$ cat config.mk
export PLATFORM = sky130hd
export DESIGN_NAME = peak_decimator_lod_pyramid_top
export DESIGN_NICKNAME = d
export VERILOG_FILES = /design/src/sv/pdlp_pkg.sv /design/src/sv/pdlp_front.sv /design/src/sv/pdlp_queue.sv /design/src/sv/pdlp_back.sv /design/src/sv/peak_decimator_lod_pyramid_top.sv
export SDC_FILE = /design/constraint.sdc
export NUM_CORES = 1
export LEC_CHECK = 0
export ABC_AREA = 1
export CELL_PAD_IN_SITES_DETAIL_PLACEMENT = 0
export CELL_PAD_IN_SITES_GLOBAL_PLACEMENT = 1
export CORE_UTILIZATION = 30
export CTS_CLUSTER_DIAMETER = 40
export DETAILED_ROUTE_END_ITERATION = 10
export DONT_BUFFER_PORTS = 1
export GPL_TIMING_DRIVEN = 0
export PLACE_DENSITY = 0.61
export SETUP_SLACK_MARGIN = 0.02
export SLEW_MARGIN = 10
export SYNTH_ARGS = -nofsm -noshare
export SYNTH_HDL_FRONTEND = slang
export SYNTH_SLANG_ARGS = --single-unit
$ cat constraint.sdc
create_clock -name clock -period 6.1 [get_ports clock]
set_input_delay 1.22 -clock clock [delete_from_list [all_inputs] [get_ports clock]]
set_output_delay 1.22 -clock clock [all_outputs]
set_load 0.02 [all_outputs]
$ cat src/sv/pdlp_pkg.sv
// ----------------------------------------------------------------------------
// pdlp_pkg: shared constants and a helper for the peak decimator pyramid
// Holds the parameter defaults, the peak scaling constants and the byte
// conversion used for level-0 entries.
// ----------------------------------------------------------------------------
package pdlp_pkg;

   localparam int WINDOW_DEF      = 16;
   localparam int LEVELS_DEF      = 4;
   localparam int ENTRIES_DEF     = 4096;
   localparam int QUEUE_DEPTH_DEF = 4;

   localparam int SAMPLE_W   = 16;
   localparam int PEAK_W     = 8;
   localparam int PEAK_SHIFT = 7;
   localparam int PEAK_MAX   = 255;

   // Scales a 17-bit magnitude down by 128 and saturates it to a byte.
   function automatic logic [PEAK_W-1:0] peak_byte(input logic [SAMPLE_W:0] mag);
      logic [SAMPLE_W-PEAK_SHIFT:0] v;
      v = (SAMPLE_W-PEAK_SHIFT+1)'(mag >> PEAK_SHIFT);
      return (v > (SAMPLE_W-PEAK_SHIFT+1)'(PEAK_MAX)) ? PEAK_W'(PEAK_MAX) : v[PEAK_W-1:0];
   endfunction

endpackage

$ cat src/sv/pdlp_front.sv
// ----------------------------------------------------------------------------
// pdlp_front: window tracker
// Takes in samples, keeps the running maximum and minimum of the open window
// and pushes one level-0 entry into the queue when the window closes.
// ----------------------------------------------------------------------------
module pdlp_front #(
   parameter int WINDOW  = pdlp_pkg::WINDOW_DEF,
   parameter int ENTRIES = pdlp_pkg::ENTRIES_DEF,
   parameter int IDX_W   = $clog2(ENTRIES),
   parameter int ENT_W   = 1 + IDX_W + 2*pdlp_pkg::PEAK_W
) (
   input  logic                          clock,
   input  logic                          reset,
   input  logic                          req_tvalid,
   output logic                          req_tready,
   input  logic [pdlp_pkg::SAMPLE_W-1:0] req_tdata,
   input  logic                          req_tuser,
   input  logic                          q_full,
   output logic                          q_push,
   output logic [ENT_W-1:0]              q_data
);

   localparam int CNT_W = $clog2(WINDOW);

   logic [CNT_W-1:0]                    cnt_ff, cnt_in, cnt_base;
   logic signed [pdlp_pkg::SAMPLE_W-1:0] high_ff, high_in, high_base, new_high;
   logic signed [pdlp_pkg::SAMPLE_W-1:0] low_ff, low_in, low_base, new_low;
   logic signed [pdlp_pkg::SAMPLE_W-1:0] sample;
   logic [IDX_W-1:0]                    base_ff, base_in, base_v;
   logic                                clr_ff, clr_in;
   logic                                accept, closing;
   logic [pdlp_pkg::SAMPLE_W:0]         high_mag, low_mag;
   logic [pdlp_pkg::PEAK_W-1:0]         hi_byte, lo_byte;

   // Only a sample that would close the window needs room in the queue.
   assign req_tready = !((cnt_ff == CNT_W'(WINDOW-1)) && q_full);

   always_comb begin
      accept    = req_tvalid && req_tready;
      sample    = signed'(req_tdata);
      cnt_base  = req_tuser ? '0 : cnt_ff;
      high_base = req_tuser ? '0 : high_ff;
      low_base  = req_tuser ? '0 : low_ff;
      base_v    = req_tuser ? '0 : base_ff;
      new_high  = (sample > high_base) ? sample : high_base;
      new_low   = (sample < low_base) ? sample : low_base;
      closing   = (cnt_base == CNT_W'(WINDOW-1));
      high_mag  = {1'b0, new_high};
      low_mag   = (pdlp_pkg::SAMPLE_W+1)'(0) - {new_low[pdlp_pkg::SAMPLE_W-1], new_low};
      hi_byte   = pdlp_pkg::peak_byte(high_mag);
      lo_byte   = pdlp_pkg::peak_byte(low_mag);
      q_push    = accept && closing;
      q_data    = {req_tuser | clr_ff, base_v, hi_byte, lo_byte};
   end

   always_comb begin
      cnt_in  = cnt_ff;
      high_in = high_ff;
      low_in  = low_ff;
      base_in = base_ff;
      clr_in  = clr_ff;
      if (accept) begin
         if (closing) begin
            cnt_in  = '0;
            high_in = '0;
            low_in  = '0;
            base_in = (base_v == IDX_W'(ENTRIES-1)) ? '0 : base_v + IDX_W'(1);
            clr_in  = 1'b0;
         end else begin
            cnt_in  = cnt_base + CNT_W'(1);
            high_in = new_high;
            low_in  = new_low;
            base_in = base_v;
            clr_in  = clr_ff | req_tuser;
         end
      end
   end

   always_ff @(posedge clock) begin
      if (reset) begin
         cnt_ff  <= '0;
         high_ff <= '0;
         low_ff  <= '0;
         base_ff <= '0;
         clr_ff  <= 1'b0;
      end else begin
         cnt_ff  <= cnt_in;
         high_ff <= high_in;
         low_ff  <= low_in;
         base_ff <= base_in;
         clr_ff  <= clr_in;
      end
   end

endmodule

$ cat src/sv/pdlp_queue.sv
// ----------------------------------------------------------------------------
// pdlp_queue: short entry queue
// A small register FIFO that parts the window tracker from the pyramid.
// ----------------------------------------------------------------------------
module pdlp_queue #(
   parameter int WIDTH = 8,
   parameter int DEPTH = pdlp_pkg::QUEUE_DEPTH_DEF
) (
   input  logic             clock,
   input  logic             reset,
   input  logic             push,
   input  logic [WIDTH-1:0] wr_data,
   input  logic             pop,
   output logic [WIDTH-1:0] rd_data,
   output logic             full,
   output logic             not_empty
);

   localparam int PTR_W = (DEPTH > 1) ? $clog2(DEPTH) : 1;
   localparam int CNT_W = $clog2(DEPTH + 1);

   logic [WIDTH-1:0] mem_ff [DEPTH];
   logic [PTR_W-1:0] wr_ff, wr_in, rd_ff, rd_in;
   logic [CNT_W-1:0] count_ff, count_in;

   assign full      = (count_ff == CNT_W'(DEPTH));
   assign not_empty = (count_ff != '0);
   assign rd_data   = mem_ff[rd_ff];

   always_comb begin
      wr_in    = wr_ff;
      rd_in    = rd_ff;
      count_in = count_ff;
      if (push) begin
         wr_in = (wr_ff == PTR_W'(DEPTH-1)) ? '0 : wr_ff + PTR_W'(1);
      end
      if (pop) begin
         rd_in = (rd_ff == PTR_W'(DEPTH-1)) ? '0 : rd_ff + PTR_W'(1);
      end
      if (push && !pop) begin
         count_in = count_ff + CNT_W'(1);
      end else if (pop && !push) begin
         count_in = count_ff - CNT_W'(1);
      end
   end

   always_ff @(posedge clock) begin
      if (reset) begin
         wr_ff    <= '0;
         rd_ff    <= '0;
         count_ff <= '0;
      end else begin
         wr_ff    <= wr_in;
         rd_ff    <= rd_in;
         count_ff <= count_in;
      end
   end

   always_ff @(posedge clock) begin
      if (push) begin
         mem_ff[wr_ff] <= wr_data;
      end
   end

   a_no_overflow: assert property (@(posedge clock) disable iff (reset)
      !(push && full && !pop))
      else $error("entry queue written while full");

   a_no_underflow: assert property (@(posedge clock) disable iff (reset)
      !(pop && !not_empty))
      else $error("entry queue read while empty");

endmodule

$ cat src/sv/pdlp_back.sv
// ----------------------------------------------------------------------------
// pdlp_back: pyramid builder
// Walks each level-0 entry up the levels, pairing it with each level's held
// entry, and drives the result register at one word per cycle unless stalled.
// ----------------------------------------------------------------------------
module pdlp_back #(
   parameter int LEVELS = pdlp_pkg::LEVELS_DEF,
   parameter int IDX_W  = 12,
   parameter int LVL_W  = 2,
   parameter int ENT_W  = 1 + IDX_W + 2*pdlp_pkg::PEAK_W,
   parameter int RSP_W  = 32
) (
   input  logic             clock,
   input  logic             reset,
   input  logic             q_valid,
   input  logic [ENT_W-1:0] q_data,
   output logic             q_pop,
   output logic             rsp_tvalid,
   input  logic             rsp_tready,
   output logic [RSP_W-1:0] rsp_tdata,
   output logic             rsp_tlast
);

   localparam int PW = pdlp_pkg::PEAK_W;

   logic              busy_ff, busy_in;
   logic [LVL_W-1:0]  lvl_ff, lvl_in;
   logic [PW-1:0]     hi_ff, hi_in, lo_ff, lo_in;
   logic [IDX_W-1:0]  idx_ff, idx_in;
   logic [LEVELS-1:0] pend_ff, pend_in, pend_eff;
   logic [PW-1:0]     held_hi_ff [LEVELS];
   logic [PW-1:0]     held_lo_ff [LEVELS];

   logic              rsp_valid_ff, rsp_valid_in;
   logic [LVL_W-1:0]  rsp_level_ff;
   logic [IDX_W-1:0]  rsp_idx_ff;
   logic [PW-1:0]     rsp_hi_ff, rsp_lo_ff;
   logic              rsp_last_ff;

   logic              head_clr, cur_valid, step, top_lvl, last;
   logic [IDX_W-1:0]  head_idx, cur_idx, out_idx;
   logic [PW-1:0]     head_hi, head_lo, cur_hi, cur_lo, held_hi, held_lo;
   logic [PW-1:0]     merge_hi, merge_lo;
   logic [LVL_W-1:0]  cur_lvl;

   always_comb begin
      head_clr  = q_data[ENT_W-1];
      head_idx  = q_data[ENT_W-2 -: IDX_W];
      head_hi   = q_data[2*PW-1:PW];
      head_lo   = q_data[PW-1:0];
      // A fresh entry comes straight from the queue head; upper levels of the
      // same entry come from the working registers.
      cur_valid = busy_ff || q_valid;
      cur_lvl   = busy_ff ? lvl_ff : '0;
      cur_idx   = busy_ff ? idx_ff : head_idx;
      cur_hi    = busy_ff ? hi_ff : head_hi;
      cur_lo    = busy_ff ? lo_ff : head_lo;
      pend_eff  = (!busy_ff && head_clr) ? '0 : pend_ff;
      held_hi   = held_hi_ff[cur_lvl];
      held_lo   = held_lo_ff[cur_lvl];
      merge_hi  = (held_hi > cur_hi) ? held_hi : cur_hi;
      merge_lo  = (held_lo > cur_lo) ? held_lo : cur_lo;
      top_lvl   = (cur_lvl == LVL_W'(LEVELS-1));
      last      = top_lvl || !pend_eff[cur_lvl];
      out_idx   = cur_idx >> cur_lvl;
      step      = cur_valid && (!rsp_valid_ff || rsp_tready);
      q_pop     = step && !busy_ff;
   end

   always_comb begin
      busy_in = busy_ff;
      lvl_in  = lvl_ff;
      hi_in   = hi_ff;
      lo_in   = lo_ff;
      idx_in  = idx_ff;
      pend_in = pend_ff;
      if (step) begin
         pend_in = pend_eff;
         busy_in = !last;
         if (!top_lvl) begin
            pend_in[cur_lvl] = !pend_eff[cur_lvl];
         end
         lvl_in = cur_lvl + LVL_W'(1);
         hi_in  = merge_hi;
         lo_in  = merge_lo;
         idx_in = cur_idx;
      end
      rsp_valid_in = step ? 1'b1 : (rsp_tready ? 1'b0 : rsp_valid_ff);
   end

   always_ff @(posedge clock) begin
      if (reset) begin
         busy_ff      <= 1'b0;
         pend_ff      <= '0;
         rsp_valid_ff <= 1'b0;
      end else begin
         busy_ff      <= busy_in;
         pend_ff      <= pend_in;
         rsp_valid_ff <= rsp_valid_in;
      end
   end

   always_ff @(posedge clock) begin
      lvl_ff <= lvl_in;
      hi_ff  <= hi_in;
      lo_ff  <= lo_in;
      idx_ff <= idx_in;
      if (step && !top_lvl && !pend_eff[cur_lvl]) begin
         held_hi_ff[cur_lvl] <= cur_hi;
         held_lo_ff[cur_lvl] <= cur_lo;
      end
      if (step) begin
         rsp_level_ff <= cur_lvl;
         rsp_idx_ff   <= out_idx;
         rsp_hi_ff    <= cur_hi;
         rsp_lo_ff    <= cur_lo;
         rsp_last_ff  <= last;
      end
   end

   assign rsp_tvalid = rsp_valid_ff;
   assign rsp_tdata  = RSP_W'({rsp_lo_ff, rsp_hi_ff, rsp_idx_ff, rsp_level_ff});
   assign rsp_tlast  = rsp_last_ff;

   a_busy_upper: assert property (@(posedge clock) disable iff (reset)
      busy_ff |-> (lvl_ff != '0))
      else $error("working registers hold a level-0 entry");

   a_climb: assert property (@(posedge clock) disable iff (reset)
      (step && !last) |=> (busy_ff && (lvl_ff == LVL_W'($past(cur_lvl) + 1'b1))))
      else $error("pyramid walk did not move up one level");

   a_done: assert property (@(posedge clock) disable iff (reset)
      (step && last) |=> (!busy_ff && rsp_tvalid && rsp_tlast))
      else $error("run did not end with its last word");

endmodule

$ cat src/sv/peak_decimator_lod_pyramid_top.sv
// ----------------------------------------------------------------------------
// peak_decimator_lod_pyramid_top: min/max peak decimator with LOD pyramid
// Decimates a stream of signed 16-bit samples into peak entries per window
// and builds coarser levels by pairing entries level by level.
// ----------------------------------------------------------------------------
// The level-0 word passes through the entry queue and the result register after the
// sample that closes its window is accepted; the word of each higher level follows
// the one below it, while the builder is idle and the result side does not stall.
// Throughput: one sample per cycle; the builder emits one word per cycle unless the
// result side stalls; samples stall only if the queue is full as a window closes.
// Reset: synchronous, active high, clears control state; samples taken right after.
module peak_decimator_lod_pyramid_top #(
   parameter int WINDOW      = pdlp_pkg::WINDOW_DEF,
   parameter int LEVELS      = pdlp_pkg::LEVELS_DEF,
   parameter int ENTRIES     = pdlp_pkg::ENTRIES_DEF,
   parameter int QUEUE_DEPTH = pdlp_pkg::QUEUE_DEPTH_DEF,
   parameter int IDX_W       = $clog2(ENTRIES),
   parameter int LVL_W       = (LEVELS > 1) ? $clog2(LEVELS) : 1,
   parameter int RSP_W       = ((LVL_W + IDX_W + 2*pdlp_pkg::PEAK_W + 7) / 8) * 8
) (
   input  logic                          clock,
   input  logic                          reset,
   // Sample side.
   input  logic                          req_tvalid,
   output logic                          req_tready,
   input  logic [pdlp_pkg::SAMPLE_W-1:0] req_tdata,  // sample
   input  logic                          req_tuser,  // block_start
   // Result side.
   output logic                          rsp_tvalid,
   input  logic                          rsp_tready,
   output logic [RSP_W-1:0]              rsp_tdata,  // level, entry_index,
                                                     // high_peak, low_peak, zero pad
   output logic                          rsp_tlast   // last_of_run
);

   // Queue word: clear-before flag, entry index, high peak, low peak.
   localparam int ENT_W = 1 + IDX_W + 2*pdlp_pkg::PEAK_W;

   logic             q_push, q_pop, q_full, q_valid;
   logic [ENT_W-1:0] q_wr_data, q_rd_data;

   // The window tracker folds samples into the running extremes. A block
   // start that arrives mid-window drops the partial window and marks the
   // next entry so the pyramid forgets its half-formed pairs first.
   pdlp_front #(
      .WINDOW (WINDOW),
      .ENTRIES(ENTRIES),
      .IDX_W  (IDX_W),
      .ENT_W  (ENT_W)
   ) u_front (
      .clock     (clock),
      .reset     (reset),
      .req_tvalid(req_tvalid),
      .req_tready(req_tready),
      .req_tdata (req_tdata),
      .req_tuser (req_tuser),
      .q_full    (q_full),
      .q_push    (q_push),
      .q_data    (q_wr_data)
   );

   // The queue holds entries while the pyramid emits the words a window close
   // causes, so the sample side keeps streaming while the pyramid walks its levels.
   pdlp_queue #(
      .WIDTH(ENT_W),
      .DEPTH(QUEUE_DEPTH)
   ) u_queue (
      .clock    (clock),
      .reset    (reset),
      .push     (q_push),
      .wr_data  (q_wr_data),
      .pop      (q_pop),
      .rd_data  (q_rd_data),
      .full     (q_full),
      .not_empty(q_valid)
   );

   // The pyramid builder emits the level-0 word, then one word for each
   // level whose pair completes, with the last one flagged.
   pdlp_back #(
      .LEVELS(LEVELS),
      .IDX_W (IDX_W),
      .LVL_W (LVL_W),
      .ENT_W (ENT_W),
      .RSP_W (RSP_W)
   ) u_back (
      .clock     (clock),
      .reset     (reset),
      .q_valid   (q_valid),
      .q_data    (q_rd_data),
      .q_pop     (q_pop),
      .rsp_tvalid(rsp_tvalid),
      .rsp_tready(rsp_tready),
      .rsp_tdata (rsp_tdata),
      .rsp_tlast (rsp_tlast)
   );

endmodule
==> metrics.md, run 1 <==
| Metric | Value |
|---|---|
| Fin crit share | `83.4%` |
| WP data arrival | `5.38 ns` |
| Min Tclk post-route | `a little over 5 ns` |
| Sink Count | `305` |
| Worst-margin pin slew | `0.871 ns` |
| Maximum vdd ir drop | `0.207 mV` |
| PortBufs | `0` |
| CP required | `roughly 6.4 ns` |
| Unrepaired setup endpoints after global routing | `no` |
| Pre-CTS WS | `0.333 ns` |
| Slew HR | `41.3%` |
| Slowest-stage cell, CP | `clkbuf_1` |
| Routed WL | `37800 um` |
| Total negative slack | `0 ns` |
| HPWL Detailed | `27100 um` |
| Synth top area cells | `edfxtp_1 (51%), dfxtp_1 (8.9%), nand2_1 (8.1%)` |
| Worst Path Max Fanout | `10` |
| CTS tree | `done` |
| Final core utilization | `36.5%` |
| H-tree level count | `2` |
| Commonest cells in the netlist | `nand2_1 (308), edfxtp_1 (241), nor2_1 (172)` |
| Largest net degree at the start of global routing | `25` |
| DR pass1 iterations | `8` |
| Area growth, synth to finish | `19.3%` |
| Most used cell, CP | `nand2_1` |
| Post-route cell area | `0.0171 sq mm` |
| Final clock skew | `~0.031 ns` |
| I/O Pins | `56` |
| Max Cap Viol | `0` |
| Post-synth EDFFs | `roughly 240` |
| Initial Util | `between 30% and 40%` |
| Drt via density | `4.73` |
| Initial antenna violation count | `0` |
| CTS Buf Count | `49` |
| Leakage power total | `between 6 and 7 nW` |
| Area of the mapped netlist | `0.0143 sq mm` |
| Number of fill cells in the layout | `approximately 4800` |
| Clock edge transition at the registers on the reported setup and hold paths | `approximately 0.05 ns` |
| Setup violations, final | `0` |
| Syn. warnings | `0` |
| Violated checks | `design-rule violations` |
| Synthesized area per cell | `9.64 sq um` |
| CTS max path bufs | `3` |
| Die X | `221 um` |
| Status | `complete, but fails checks` |
| Core area | `0.0469 sq mm` |
| Ys async rst share | `0%` |
| First-pass GRT wire length | `58400 um` |
| Layout cell share with drive strength beyond 1 | `between 8 and 9%` |
| Die height | `221 um` |
| DRT iter0 DRCs | `714` |
| Instance count of the mapped netlist | `about 1500` |
| Area after DPL | `0.0154 sq mm` |
| Clock Latency Late Sink | `0.60 ns` |
| Slew Limit Fails | `0` |
| Post-CTS Resized | `0` |
| Placer Congestion | `0.797` |
| Number of buffers added for setup after CTS | `0` |
| Nets | `1645` |
| Area share of the largest cell type after synthesis | `50.5%` |
| CP peak stage delay | `0.61 ns` |
| Crit path buffers/inverters | `4` |
| Area leader, netlist | `edfxtp_1` |
| Remaining DRCs | `4` |
| Hold Vio Cnt, Final | `0` |
| CTS Hold Buffers Added | `0` |
| Max Freq | `197 MHz` |
| Antenna Cells | `0` |
| CP Cell Sequence | `inv_2 -> buf_2 -> buf_1 -> clkbuf_1 -> nand2_1 -> ha_1 -> a21oi_1 -> o21a_1 -> nor2_1 -> o21ai_1 -> o211ai_1 -> o21ai_1 -> nand2_1 -> or2_2 -> nand2_1 -> nand2_1` |
| Vias post-DR | `10500` |
| CP Capture Type | `flop` |
| Gr usage total | `15.9%` |
| Antenna-violating nets left | `0` |
| Vias in the first global route | `approximately 10000` |
| Top_reg_cell synth | `edfxtp_1` |
| Fin worst setup slack | `1.01 ns` |
| Hold Startpoint | `u_front.high_ff[6]` |
| HP Class | `reg2reg` |
| CP Class | `in2reg` |
| Pwr dens | `a little under 500 mW/mm^2` |
| Synth Register Bits | `about 310` |
| Count leader, synth | `nand2_1` |
| DIE AREA | `0.0486 sq mm` |
| Routed wire per std cell | `17.1 um` |
| Netlist cell types | `46` |
| Site Rows | `79` |
| Sequential-to-total area share from yosys stat | `59.5%` |
| Clk root buf | `clkbuf_16` |
| Crit-path leading delay family | `buffers and inverters` |
| Global route overflow | `0` |
| Crit path launch | `req_tuser` |
| Crit path launch type | `input port` |
layout by cell type (no fill, tap or decap), types with 3 or more instances in the layout:
| cell type | Yosys | final |
|---|---|---|
| nand2_1 | 308 | 308 |
| edfxtp_1 | 241 | 241 |
| nor2_1 | 172 | 165 |
| o21ai_0 | 156 | 156 |
| inv_1 | 145 | 145 |
| a21oi_1 | 84 | 84 |
| dfxtp_1 | 64 | 64 |
| clkbuf_1 | 57 | 61 |
| ha_1 | 59 | 59 |
| nand3_1 | 53 | 53 |
| clkbuf_16 | 0 | 49 |
| o22ai_1 | 44 | 44 |
| conb_1 | 1 | 18 |
| o211ai_1 | 14 | 14 |
| inv_6 | 0 | 13 |
| nor3_1 | 8 | 8 |
| nand2_2 | 7 | 7 |
| nand2_4 | 7 | 7 |
| nor2_2 | 4 | 7 |
| a31oi_1 | 7 | 6 |
| or2_2 | 6 | 6 |
| clkinv_2 | 0 | 6 |
| clkinvlp_4 | 0 | 6 |
| buf_16 | 0 | 6 |
| nand4_1 | 5 | 5 |
| nor2_4 | 1 | 5 |
| buf_1 | 4 | 4 |
| o21ai_1 | 4 | 4 |
| buf_8 | 1 | 4 |
| xor2_1 | 4 | 4 |
| clkinv_4 | 0 | 4 |
| bufinv_16 | 0 | 4 |
| a211oi_1 | 3 | 3 |
| nand3b_1 | 3 | 3 |
metrics by stage:
| stage | hold WS [ns] | cells | total power [mW] |
|---|---|---|---|
| final | 0.462 | 2211 | 8.47 |
| after global routing | 0.479 | 2211 | 9.02 |
| after CTS | 0.464 | 2211 | 8.59 |
| after detailed placement | 0.456 | 2120 | 5.78 |
| after global placement | 0.452 | 2110 | 5.63 |
| after floorplan | 0.444 | 1503 | 4.84 |
path summary, 6_finish.rpt:
check | cells after the start | end | slack (ns)
min | 2 | u_front.high_ff[6] | 0.46
max | 16 | u_queue.mem_ff[1][15] | 1.01
max reg2reg | 16 | u_back.lo_ff[2] | 1.94
min reg2reg | 2 | u_front.high_ff[6] | 0.46
sequential cells by signal, indices dropped and copies added, names as in the netlist, named ones only:
signal               count
u_back.idx_ff           12
u_back.hi_ff             8
u_back.rsp_lo_ff         8
u_front.clr_ff           1
u_back.rsp_hi_ff         8
u_back.pend_ff           4
u_back.lo_ff             8
u_queue.rd_ff            2
u_queue.wr_ff            2
u_back.held_lo_ff       32
u_back.rsp_level_ff      2
u_front.base_ff         12
u_front.cnt_ff           4
u_front.high_ff         16
u_back.held_hi_ff       32
u_back.rsp_tvalid        1
u_back.rsp_idx_ff       12
u_back.rsp_tlast         1
u_queue.count_ff         3
u_queue.mem_ff         116
u_back.busy_ff           1
u_back.lvl_ff            2
u_front.low_ff          16
worst min-delay path, stage by stage (launching register included):
cell,delay (ns)
dfxtp_1,0.30
nand2_1,0.06
a21oi_1,0.05
where the power goes:
group / internal (mW) / switching, mW
registers: 2.97 / 0.260
logic: 0.739 / 1.73
clock network: 1.70 / 1.07
total: 5.41 / 3.06
cell type report:
type	count	area [sq um]	area share [%]
clock buffer	54	1250	7.34
buffer	66	275	1.61
tap	607	759	4.44
multi-input combinational	985	5090	29.8
sequential	305	8520	49.8
inverter	147	552	3.23
clock inverter	37	405	2.37
timing repair buffer	10	230	1.35
cells by family (layout without fill, tap and decap cells):
group                    Yosys count  count (layout)  share of synthesized area, %
adder cells (fa/ha/maj)           60              60                          5.29
AO/OA/AOI/OAI                    320             320                          12.1
flip-flops                       305             305                          59.5
XOR/XNOR                           4               4                         0.245
AND/OR/NAND/NOR                  581             581                          16.9
other                              1              18                        0.0262
multiplexers                       2               2                         0.140
buffers and inverters            213             314                          5.77
per-layer routing:
| metal | wire length, um | vias up | track usage (%) |
|---|---|---|---|
| met4 | 790 | 0 | 5.21 |
| met3 | 2100 | 55 | 3.18 |
| li1 | - | 5256 | - |
| met5 | 0 | - | 0 |
| met2 | 17600 | 234 | 26.2 |
| met1 | 17300 | 4909 | 20.7 |
Note: power is estimated with default switching activity, not from simulation.
==> inputs of run 2 (changes only) <==
--- a/config.mk
+++ b/config.mk
@@ -5,7 +5,7 @@
 export SDC_FILE = /design/constraint.sdc
 export NUM_CORES = 1
 export LEC_CHECK = 0
-export ABC_AREA = 1
+export ABC_AREA = 0
 export CELL_PAD_IN_SITES_DETAIL_PLACEMENT = 0
 export CELL_PAD_IN_SITES_GLOBAL_PLACEMENT = 1
 export CORE_UTILIZATION = 30
@@ -13,7 +13,7 @@
 export DETAILED_ROUTE_END_ITERATION = 10
 export DONT_BUFFER_PORTS = 1
 export GPL_TIMING_DRIVEN = 0
-export PLACE_DENSITY = 0.61
+export PLACE_DENSITY = 0.57
 export SETUP_SLACK_MARGIN = 0.02
 export SLEW_MARGIN = 10
 export SYNTH_ARGS = -nofsm -noshare
==> constraint.sdc (replaced) <==
create_clock -name clock -period 5.2 [get_ports clock]
set_input_delay 1.04 -clock clock [delete_from_list [all_inputs] [get_ports clock]]
set_output_delay 1.04 -clock clock [all_outputs]
set_load 0.02 [all_outputs]
==> run 2 against run 1 <==
Effect of this change:
- the run now ends clean
- non-clock buffer count shrank 18
- final area shrank 2.4%
- die area shrank 3.6%
- critical endpoint is now u_front.high_ff[6]
- largest power group is now clock
- highest routed layer unchanged
==> metrics.md, run 2 <==
| Metric | Value |
|---|---|
| CP Cell Sequence | `clkbuf_1 -> clkinv_1 -> clkbuf_1 -> clkbuf_1 -> nand2_1 -> ha_1 -> a2111o_1 -> a21oi_1 -> a21bo_2 -> o21a_1 -> buf_2 -> o22ai_1 -> buf_2 -> a22o_1` |
| H-tree level count | `2 (unchanged)` |
| Slowest-stage cell, CP | `o22ai_1` |
| HPWL Detailed | `22400 um (-17%)` |
| Core area | `0.0454 sq mm (-3.1%)` |
| Fin crit share | `92.1%` |
| DIE AREA | `0.0469 sq mm (-3.6%)` |
| Vias in the first global route | `8640 (-15%)` |
| Global route overflow | `0 (unchanged)` |
| DR pass1 iterations | `5 (-3)` |
| Largest net degree at the start of global routing | `30 (+20%)` |
| Remaining DRCs | `0 (-4)` |
| Area share of the largest cell type after synthesis | `52.4% (+1.9 points)` |
| Instance count of the mapped netlist | `1009 (-32%)` |
| HP Class | `reg2reg` |
| Synthesized area per cell | `13.7 sq um (+42%)` |
| Post-synth EDFFs | `241 (unchanged)` |
| Ys async rst share | `0% (unchanged)` |
| Routed wire per std cell | `18.9 um (+11%)` |
| DRT iter0 DRCs | `599 (-16%)` |
| Number of buffers added for setup after CTS | `0 (unchanged)` |
| Min Tclk post-route | `4.79 ns` |
| Worst-margin pin slew | `0.993 ns (+0.122 ns)` |
| Leakage power total | `5.83 nW (-9.9%)` |
| Site Rows | `78 (-1.3%)` |
| Pre-CTS WS | `-0.136 ns (-0.468 ns)` |
| Setup violations, final | `0 (unchanged)` |
| Sink Count | `305 (unchanged)` |
| Max Freq | `209 MHz` |
| Count leader, synth | `edfxtp_1` |
| Synth top area cells | `edfxtp_1 (52%), dfxtp_1 (9.3%), ha_1 (5.3%)` |
| Synth Register Bits | `305 (unchanged)` |
| I/O Pins | `56 (unchanged)` |
| Maximum vdd ir drop | `0.259 mV (+25%)` |
| Final core utilization | `36.7% (+0.27 points)` |
| Initial antenna violation count | `0 (unchanged)` |
| Max Cap Viol | `0 (unchanged)` |
| CP peak stage delay | `0.70 ns (+0.09 ns)` |
| Most used cell, CP | `clkbuf_1` |
| Commonest cells after routing, fill and taps aside | `edfxtp_1 (241), dfxtp_1 (64), nand2_1 (63), mux2i_1 (59), ha_1 (59)` |
| Unrepaired setup endpoints after global routing | `no` |
| Crit-path leading delay family | `buffers and inverters` |
| CTS Hold Buffers Added | `0 (unchanged)` |
| Crit path launch type | `input port` |
| Nets | `1169 (-29%)` |
| Slew HR | `33.8% (-7.5 points)` |
| Commonest non-fill, non-tap cell in the layout | `edfxtp_1` |
| Largest registers | `u_queue.mem_ff x116, u_back.held_hi_ff x32, u_back.held_lo_ff x32` |
| Drt via density | `4.83 (+2.1%)` |
| Routed WL | `32700 um (-13%)` |
| CP required | `5.70 ns (-0.69 ns)` |
| Vias post-DR | `8365 (-20%)` |
| Commonest cells in the netlist | `edfxtp_1 (241), dfxtp_1 (64), nand2_1 (63)` |
| CP Capture Type | `flop` |
| CP Class | `in2reg` |
| Syn. warnings | `0 (unchanged)` |
| Total negative slack | `0 ns (unchanged)` |
| Sequential-to-total area share from yosys stat | `61.7% (+2.2 points)` |
| Placer Congestion | `0.759 (-4.8%)` |
| Fin worst setup slack | `0.409 ns (-0.602 ns)` |
| Max FFs per register | `116 (unchanged)` |
| CTS max path bufs | `3 (unchanged)` |
| Antenna Cells | `0 (unchanged)` |
| Hold Vio Cnt, Final | `0 (unchanged)` |
| Initial Util | `30.4% (-0.15 points)` |
| Die X | `217 um (-1.8%)` |
| Worst Path Max Fanout | `10 (unchanged)` |
| Layout cell share with drive strength beyond 1 | `16.0% (+7.2 points)` |
| Gr usage total | `14.3% (-1.6 points)` |
| Clock edge transition at the registers on the reported setup and hold paths | `0.05 ns (about the same)` |
| Pwr dens | `541 mW/mm^2 (+9.1%)` |
| CTS Buf Count | `55 (+12%)` |
| Die height | `217 um (-1.8%)` |
| Register with the most flip-flops | `u_queue.mem_ff` |
| Hold WS | `0.470 ns (+0.00840 ns)` |
| Crit path buffers/inverters | `6 (+2)` |
| Top_reg_cell synth | `edfxtp_1` |
| First-pass GRT wire length | `51300 um (-12%)` |
| Status | `finished clean` |
| Slew Limit Fails | `0 (unchanged)` |
| Final clock skew | `0.0396 ns (+0.00820 ns)` |
| Area growth, synth to finish | `20.8%` |
| PortBufs | `0 (unchanged)` |
| CTS tree | `done` |
| WP data arrival | `5.29 ns (-0.09 ns)` |
| Clock Latency Late Sink | `0.59 ns (about the same)` |
| Antenna-violating nets left | `0 (unchanged)` |
| Netlist cell types | `61 (+33%)` |
| Area leader, netlist | `edfxtp_1` |
| Clk root buf | `clkbuf_16` |
| Area of the mapped netlist | `0.0138 sq mm (-3.6%)` |
| Post-CTS Resized | `0 (unchanged)` |
-- run 2: kinds of logic (layout without fill, tap and decap cells) --
family,after synthesis,in the layout,share of synthesized area (%)
AO/OA/AOI/OAI,194,194,9.24
XOR/XNOR,13,13,0.825
adder cells (fa/ha/maj),60,60,5.49
buffers and inverters,83,190,2.37
flip-flops,305,305,61.7
multiplexers,118,118,11.5
other,1,18,0.0272
AND/OR/NAND/NOR,235,235,8.80
-- run 2: path summary, 6_finish.rpt --
path | from | to | slack, ns | depth (start not counted)
setup / recovery | req_tuser | u_front.high_ff[6] | 0.41 | 14
hold / removal | u_front.high_ff[3] | u_front.high_ff[3] | 0.47 | 1
setup reg to reg | flop | u_back.lo_ff[2] | 0.93 | 13
hold reg to reg | u_front.high_ff[3] | u_front.high_ff[3] | 0.47 | 1
-- run 2: power breakdown --
group | switching, mW | internal [mW] | total, mW | leakage (nW)
Sequential | 0.226 | 3.22 | 3.45 | 2.59
Clock | 1.28 | 2.45 | 3.72 | 0.938
Combinational | 1.11 | 0.730 | 1.84 | 2.30
Total | 2.62 | 6.40 | 9.01 | 5.83
-- run 2: metrics by stage --
step	cells	instance area, sq um	power [mW]
CTS	1733	16700	9.15
global placement	1626	14600	5.34
global route	1733	16700	9.46
detailed placement	1631	14700	5.39
finish	1733	16700	9.01
floorplan	1026	13900	4.79
-- run 2: worst register-to-register path: stages, from the launching register on --
cell	delay, ns
dfxtp_1	0.33
clkbuf_1	0.50
clkbuf_1	0.61
mux4_2	0.44
mux2i_1	0.18
inv_1	0.16
ha_1	0.24
nor2b_1	0.11
o21a_1	0.11
o21a_1	0.10
o21a_1	0.11
o21bai_1	0.06
a22oi_1	0.68
mux2_2	0.42
-- run 2: routing by layer --
| layer | global-route usage (%) | wire length (um) | part of all wire (%) | up-vias |
|---|---|---|---|---|
| met5 | 0 | 0 | 0 | - |
| met4 | 5.00 | 805 | 2.5 | 0 |
| met3 | 3.40 | 1640 | 5.0 | 58 |
| met2 | 23.1 | 15100 | 46 | 172 |
| met1 | 18.6 | 15200 | 46 | 4088 |
| li1 | - | - | - | 4047 |
-- run 2: final cells by class --
class                   instances  area, sq um
repair buffers                  5          100
plain buffers                  53          215
inverters                      30          113
well taps                     600          751
clock buffers                  62         1430
fillers                      4331        28700
clock inverters                40          505
multi-input cells             638         5040
flip-flops and latches        305         8520
